### src/hw/rtl/cec_pkg.sv
`timescale 1ns / 1ps
// ----------------------------------------------------------------------------
// Disc collision package
// Widths, status codes, job records and the saturation helper.
// ----------------------------------------------------------------------------
package cec_pkg;

	localparam int FRAC_BITS  = 16;
	localparam int VEL_W      = 32;
	localparam int DIFF_W     = VEL_W + 1;
	localparam int PROD_W     = 2 * DIFF_W;
	localparam int DIST_W     = PROD_W;
	localparam int DOT_W      = PROD_W + 1;
	localparam int MAG_W      = PROD_W;
	localparam int NUM_W      = MAG_W + FRAC_BITS;
	localparam int QUOT_W     = VEL_W + 1;
	localparam int RAD_W      = 10;
	localparam int RSUM_W     = RAD_W + 1;
	localparam int SCALE_W    = 16;
	localparam int CONT_W     = RSUM_W + SCALE_W;
	localparam int CSQ_W      = 2 * CONT_W;
	localparam int CONT_SHIFT = 2 * FRAC_BITS - 16;
	localparam int MUL_W      = DIFF_W + QUOT_W + 1;
	localparam int SUM_W      = MUL_W + 1;
	localparam int FIFO_DEPTH = 8;
	localparam int FIFO_AW    = 3;
	localparam int FIFO_CW    = 4;
	localparam int IN_W       = 280;
	localparam int OUT_W      = 128;
	localparam logic [SCALE_W-1:0] SCALE_RESET = 16'd256;
	localparam logic [QUOT_W-1:0]  QUOT_MAX    = QUOT_W'(1) << (VEL_W - 1);

	typedef enum logic [1:0] {
		ST_APART      = 2'd0,
		ST_SEPARATING = 2'd1,
		ST_COINCIDENT = 2'd2,
		ST_IMPULSE    = 2'd3
	} status_t;

	typedef struct packed {
		logic signed [VEL_W-1:0] vx1;
		logic signed [VEL_W-1:0] vy1;
		logic signed [VEL_W-1:0] vx2;
		logic signed [VEL_W-1:0] vy2;
	} vel_t;

	// One classified pair handed from the front end to the back end.
	typedef struct packed {
		vel_t                     vel;
		logic signed [DIFF_W-1:0] dx;
		logic signed [DIFF_W-1:0] dy;
		logic [DIST_W-1:0]        dist2;
		logic [MAG_W-1:0]         dot_mag;
		logic                     touching;
		status_t                  status;
	} job_t;

	// Saturate a wide signed sum to a 32-bit velocity.
	function automatic logic signed [VEL_W-1:0] sat_vel(input logic signed [SUM_W-1:0] v);
		logic signed [VEL_W-1:0] r;
		if (v[SUM_W-1:VEL_W-1] != {(SUM_W-VEL_W+1){v[SUM_W-1]}}) begin
			r = v[SUM_W-1] ? {1'b1, {(VEL_W-1){1'b0}}} : {1'b0, {(VEL_W-1){1'b1}}};
		end else begin
			r = v[VEL_W-1:0];
		end
		return r;
	endfunction

endpackage

### src/hw/rtl/cec_fifo.sv
`timescale 1ns / 1ps
// ----------------------------------------------------------------------------
// Job queue
// Small register queue between the front end and the back end.
// ----------------------------------------------------------------------------
module cec_fifo (
	input  logic                                clk,
	input  logic                                arst_n,
	input  logic                                push,
	input  cec_pkg::job_t                       push_data,
	input  logic                                pop,
	output cec_pkg::job_t                       pop_data,
	output logic                                not_empty,
	output logic [cec_pkg::FIFO_CW-1:0]         count
);

	cec_pkg::job_t                 mem_q [cec_pkg::FIFO_DEPTH];
	logic [cec_pkg::FIFO_AW-1:0]   wr_q;
	logic [cec_pkg::FIFO_AW-1:0]   rd_q;
	logic [cec_pkg::FIFO_CW-1:0]   cnt_q;
	logic                          do_pop;

	assign not_empty = (cnt_q != '0);
	assign do_pop    = pop && not_empty;
	assign pop_data  = mem_q[rd_q];
	assign count     = cnt_q;

	always_ff @(posedge clk or negedge arst_n) begin
		if (!arst_n) begin
			wr_q  <= '0;
			rd_q  <= '0;
			cnt_q <= '0;
		end else begin
			if (push) wr_q <= wr_q + 1'b1;
			if (do_pop) rd_q <= rd_q + 1'b1;
			if (push && !do_pop) cnt_q <= cnt_q + 1'b1;
			else if (!push && do_pop) cnt_q <= cnt_q - 1'b1;
		end
	end

	always_ff @(posedge clk) begin
		if (push) mem_q[wr_q] <= push_data;
	end

endmodule

### config.mk
export PLATFORM = sky130hd
export DESIGN_NAME = cec_fifo
export DESIGN_NICKNAME = d
export VERILOG_FILES = /design/src/hw/rtl/cec_pkg.sv /design/src/hw/rtl/cec_fifo.sv
export SDC_FILE = /design/constraint.sdc
export NUM_CORES = 2
export LEC_CHECK = 0
export BUFFER_PORTS_ARGS = -buffer_cell sky130_fd_sc_hd__buf_2
export CORE_MARGIN = 4
export CORE_UTILIZATION = 50
export CTS_CLUSTER_SIZE = 24
export DETAILED_ROUTE_END_ITERATION = 7
export PLACE_DENSITY = 0.66
export REMOVE_ABC_BUFFERS = 1
export SYNTH_ARGS = -nofsm -noshare
export SYNTH_HDL_FRONTEND = slang
export SYNTH_SLANG_ARGS = --single-unit
### constraint.sdc
create_clock -name clk -period 31.8 [get_ports clk]
set_input_delay 9.54 -clock clk [delete_from_list [all_inputs] [get_ports clk]]
set_output_delay 9.54 -clock clk [all_outputs]
set_load 0.01 [all_outputs]
Word level (Yosys, flattened, before mapping)
Memory sizes are Yosys's and may differ from the RTL's.
Index checks and enable logic that the tools add are counted.
W data, S select, Z words.
{"block": "word_totals", "word_cells": 19, "mem_bits_rw": 2632, "reg_bits": 10, "out_inout_bits": 334, "mem_count": 1}
{"block": "classes", "mux": 4, "reduce_logical": 7, "add_sub_neg": 4}
{"name": "mem_q", "depth": 8, "word_bits": 329, "read_ports": 1, "rd_ports_with_merged_regs": 0, "write_ports": 1, "line": "cec_fifo.sv:17", "source": "cec_pkg::job_t mem_q [cec_pkg::FIFO_DEPTH];"}
{"operator": "$mux W4", "n": 2}
{"operator": "$add A3 B1 Y3 const B", "n": 2}
{"operator": "$add A4 B1 Y4 const B", "n": 1}
{"operator": "$reduce_bool A4 Y1", "n": 1}
{"operator": "$sub A4 B1 Y4 const B", "n": 1}
{"operator": "$logic_and A1 B1 Y1", "n": 3}
{"operator": "$logic_not A1 Y1", "n": 2}
{"operator": "$mux W1", "n": 2}
{"operator": "$reduce_bool A2 Y1", "n": 1}

Longest topological paths before layout
{"block": "depth", "word_depth": 5, "mapped_depth": 8, "depth_no_buf": 8}

Worst setup path before layout
No wires, ideal clock.
{"block": "synth_path", "kind": "in2reg", "start": "in push", "end": "mem mem_q[0][0] (netlist name) (enable)", "path_buffers": 0, "slack_ps": -1367, "cell_stages": 2, "arrival_ps": 31744, "path_cell_list": "nand2b_1 nor3_1"}
{"block": "synth_via", "elab_chain_cells": 2}
{"element": "start, declared", "line": "cec_fifo.sv:9", "source": "input logic push,"}
{"element": "$mux W1", "line": "cec_fifo.sv:42", "source": "if (push) mem_q[wr_q] <= push_data;"}
{"element": "$mux W1 (implied by the code)", "line": "cec_fifo.sv:42"}
{"element": "end, declared", "line": "cec_fifo.sv:17"}
Every way passes these cells.

==> run metrics <==
Crit path max-delay family buffers and inverters; CTS tree done; synth warn 0; cell count of the worst reg-to-reg path 6; # H-tree levels 5; IO Port Bufs between 600 and 700; # Post-CTS Setup Buffers 0; flops & latches, synth between 2000 and 3000; first-pass iteration count of the detailed router 5; post-synthesis average cell area between 20 and 30 um^2; Reg clk slew, reported paths roughly 60 ps; slew at the pin with the worst max-slew slack about 1100 ps; maximum capacitance violations 0; worst setup path startpoint rd_q[0]; Post-Route Setup TNS 0 ps; Synth cell types 26; die height around 450 um; total core area ~200000 um^2; Rows about 160; WHS 562 ps; post-route ant nets 0; Fill cells roughly 14000; Rel. slew slack 0.246; Multi-input gate area approximately 19000 um^2; crit path buf inv count 5; synthesized cell area around 99000 um^2; Pwr Total 10.8 mW; total wire length around 210 mm; Post-synth top flop edfxtp_1; HP Start count[2]; worst path required time around 22000 ps; Slew Limit Fails 0; most common cell in the netlist edfxtp_1; slowest cell delay on critical path between 1000 and 1500 ps; crit start category flip-flop; clock buffer depth 4; total track usage 0.205; crit share post-route 0.511; CTS resizes 0; drt wl/cell around 28 um; Num CTS Buffers approximately 290; leading area contributor after synthesis edfxtp_1; 1st-iter DRT viols ~3500; endpoints failing hold 0; worst r2r src wr_q[0]; Post-synth ARST share 0.00379; Critical Path Most Common Cell buf_4; placed insts 7052; DIE AREA a little over 200000 um^2; vias per inst 5.79; Post-synth EDFFs 2632; Post-synth top cells edfxtp_1, mux4_2, mux2_2; Die W ~450 um; Max Clock Skew about 66 ps; leakage approximately 37 nW; Worst path slowest cell dfrtp_4; grt ovf 0; Pwr per Cell Area 94.6 nW/um^2; Clk Latency, worst-skew pair around 910 ps; fin nets between 5000 and 6000; CP endpoint kind output pin; status complete, no violations; ordered list of cells on the worst path buf_4 > buf_4 > buf_4 > buf_4 > mux4_2 > mux2_2 > buf_2; CP max FO 50; critical path depth 7; vias 43876; initial antenna violation count 89; hold_buf cts 0; area grow syn2layout 15.1%; register area roughly 80000 um^2; CTS root buf clkbuf_16; final worst path period need around 16000 ps; worst path arrival time ~6700 ps; synth top area cells edfxtp_1, mux4_2, mux2_2, buf_6, dfrtp_1; first-pass GRT wire length between 300 and 400 mm; synthesized instance count 3861; Setup violations, final 0; hpwl dp ~120 mm; largest net degree at the start of global routing approximately 150; # DRC 0; Yosys top cell area share 0.795; Finished Layout Cells between 7000 and 8000; Setup CP Type flip-flop to output pin; layout cells sized above 1 0.429; RSZ-0062 raised after global routing no; maximum VDD drop 0.0000911 V; post-synthesis sequential area ratio 0.798; clk sinks roughly 2600; number of global-route vias before repair roughly 46000; Min-Delay Path Depth 2; Max Clk Rate 61.6 MHz; Starting Density 0.503; Final GP Congestion 0.745; I/O pin cnt between 600 and 700; HP Class flip-flop to flip-flop
[flip-flops by register name (all words and copies together), names as in the netlist]
name and cells:
mem_q 2632, count 4, rd_q 3, wr_q 3
[layout make-up]
| type | count | area share |
|---|---|---|
| antenna | 31 | 0.000679 |
| sequential | 2642 | 0.694 |
| tap | 2640 | 0.0289 |
| multi-input combinational | 1034 | 0.166 |
| timing repair buffer | 735 | 0.0350 |
| clock buffer | 359 | 0.0657 |
| clock inverter | 131 | 0.0105 |
| inverter | 1 | 0.0000328 |
[tightest hold or removal path, delay by kind of cell, from the launching register on]
family	cells	cell delay [ps]
flops	1	390
simple gates	1	70
compound gates	1	70
[logic make-up (layout without fill, tap and decap cells)]
logic type,count (synthesis),after routing,synth area share
compound gates,6,6,0.000415
xor+xnor,6,6,0.000529
fa+ha+maj,6,6,0.000831
buf+inv,185,1226,0.0122
flops,2642,2642,0.798
mux,991,991,0.187
other cells,0,31,0
simple gates,25,25,0.00123
[placed cells by master, fill, tap and decap left out, drive strengths merged]
cell      instances
xnor2             5
a2111o            1
fa                1
ha                5
clkinv           94
edfxtp         2632
nand2b            3
nand2             6
xor2              1
dfrtp            10
nand3             3
mux4            658
a21oi             2
mux2i             1
nor2              6
clkinvlp          7
o21ai             1
o211ai            2
clkbuf          359
buf             735
nor3              3
diode            31
mux2            332
nand3b            1
or4               2
or3               1
bufinv           20
inv              11
[where the power goes]
group	switching [mW]	leakage [nW]	total, mW	internal [mW]
clock network	1.27	4.24	3.11	1.83
registers	0.143	24.0	4.51	4.37
logic	1.73	8.62	3.20	1.46
[path summary, 6_finish.rpt]
kind / to / slack [ps]
min in group asynchronous: count[0] / 8480
max in group asynchronous: rd_q[0] / 23090
hold / removal: count[2] / 560
setup reg to reg: mem_q[6][212] / 26920
hold reg to reg: count[2] / 560
setup / recovery: pop_data[30] / 15550
[layer usage]
layer | global-route usage | wire length, um
met3 | 0.0464 | 13200
met2 | 0.337 | 107000
met5 | 0 | 189
met4 | 0.0650 | 6230
met1 | 0.277 | 84700
[stage by stage]
stage	area [um^2]	worst slack (ps)	util
floorplan	98200	-3930	-
global placement	106000	16190	0.535
detailed placement	106000	16160	0.535
CTS	114000	15110	0.579
global route	114000	14680	0.579
finish	114000	15550	0.579
(Power assumes the default switching activity.)
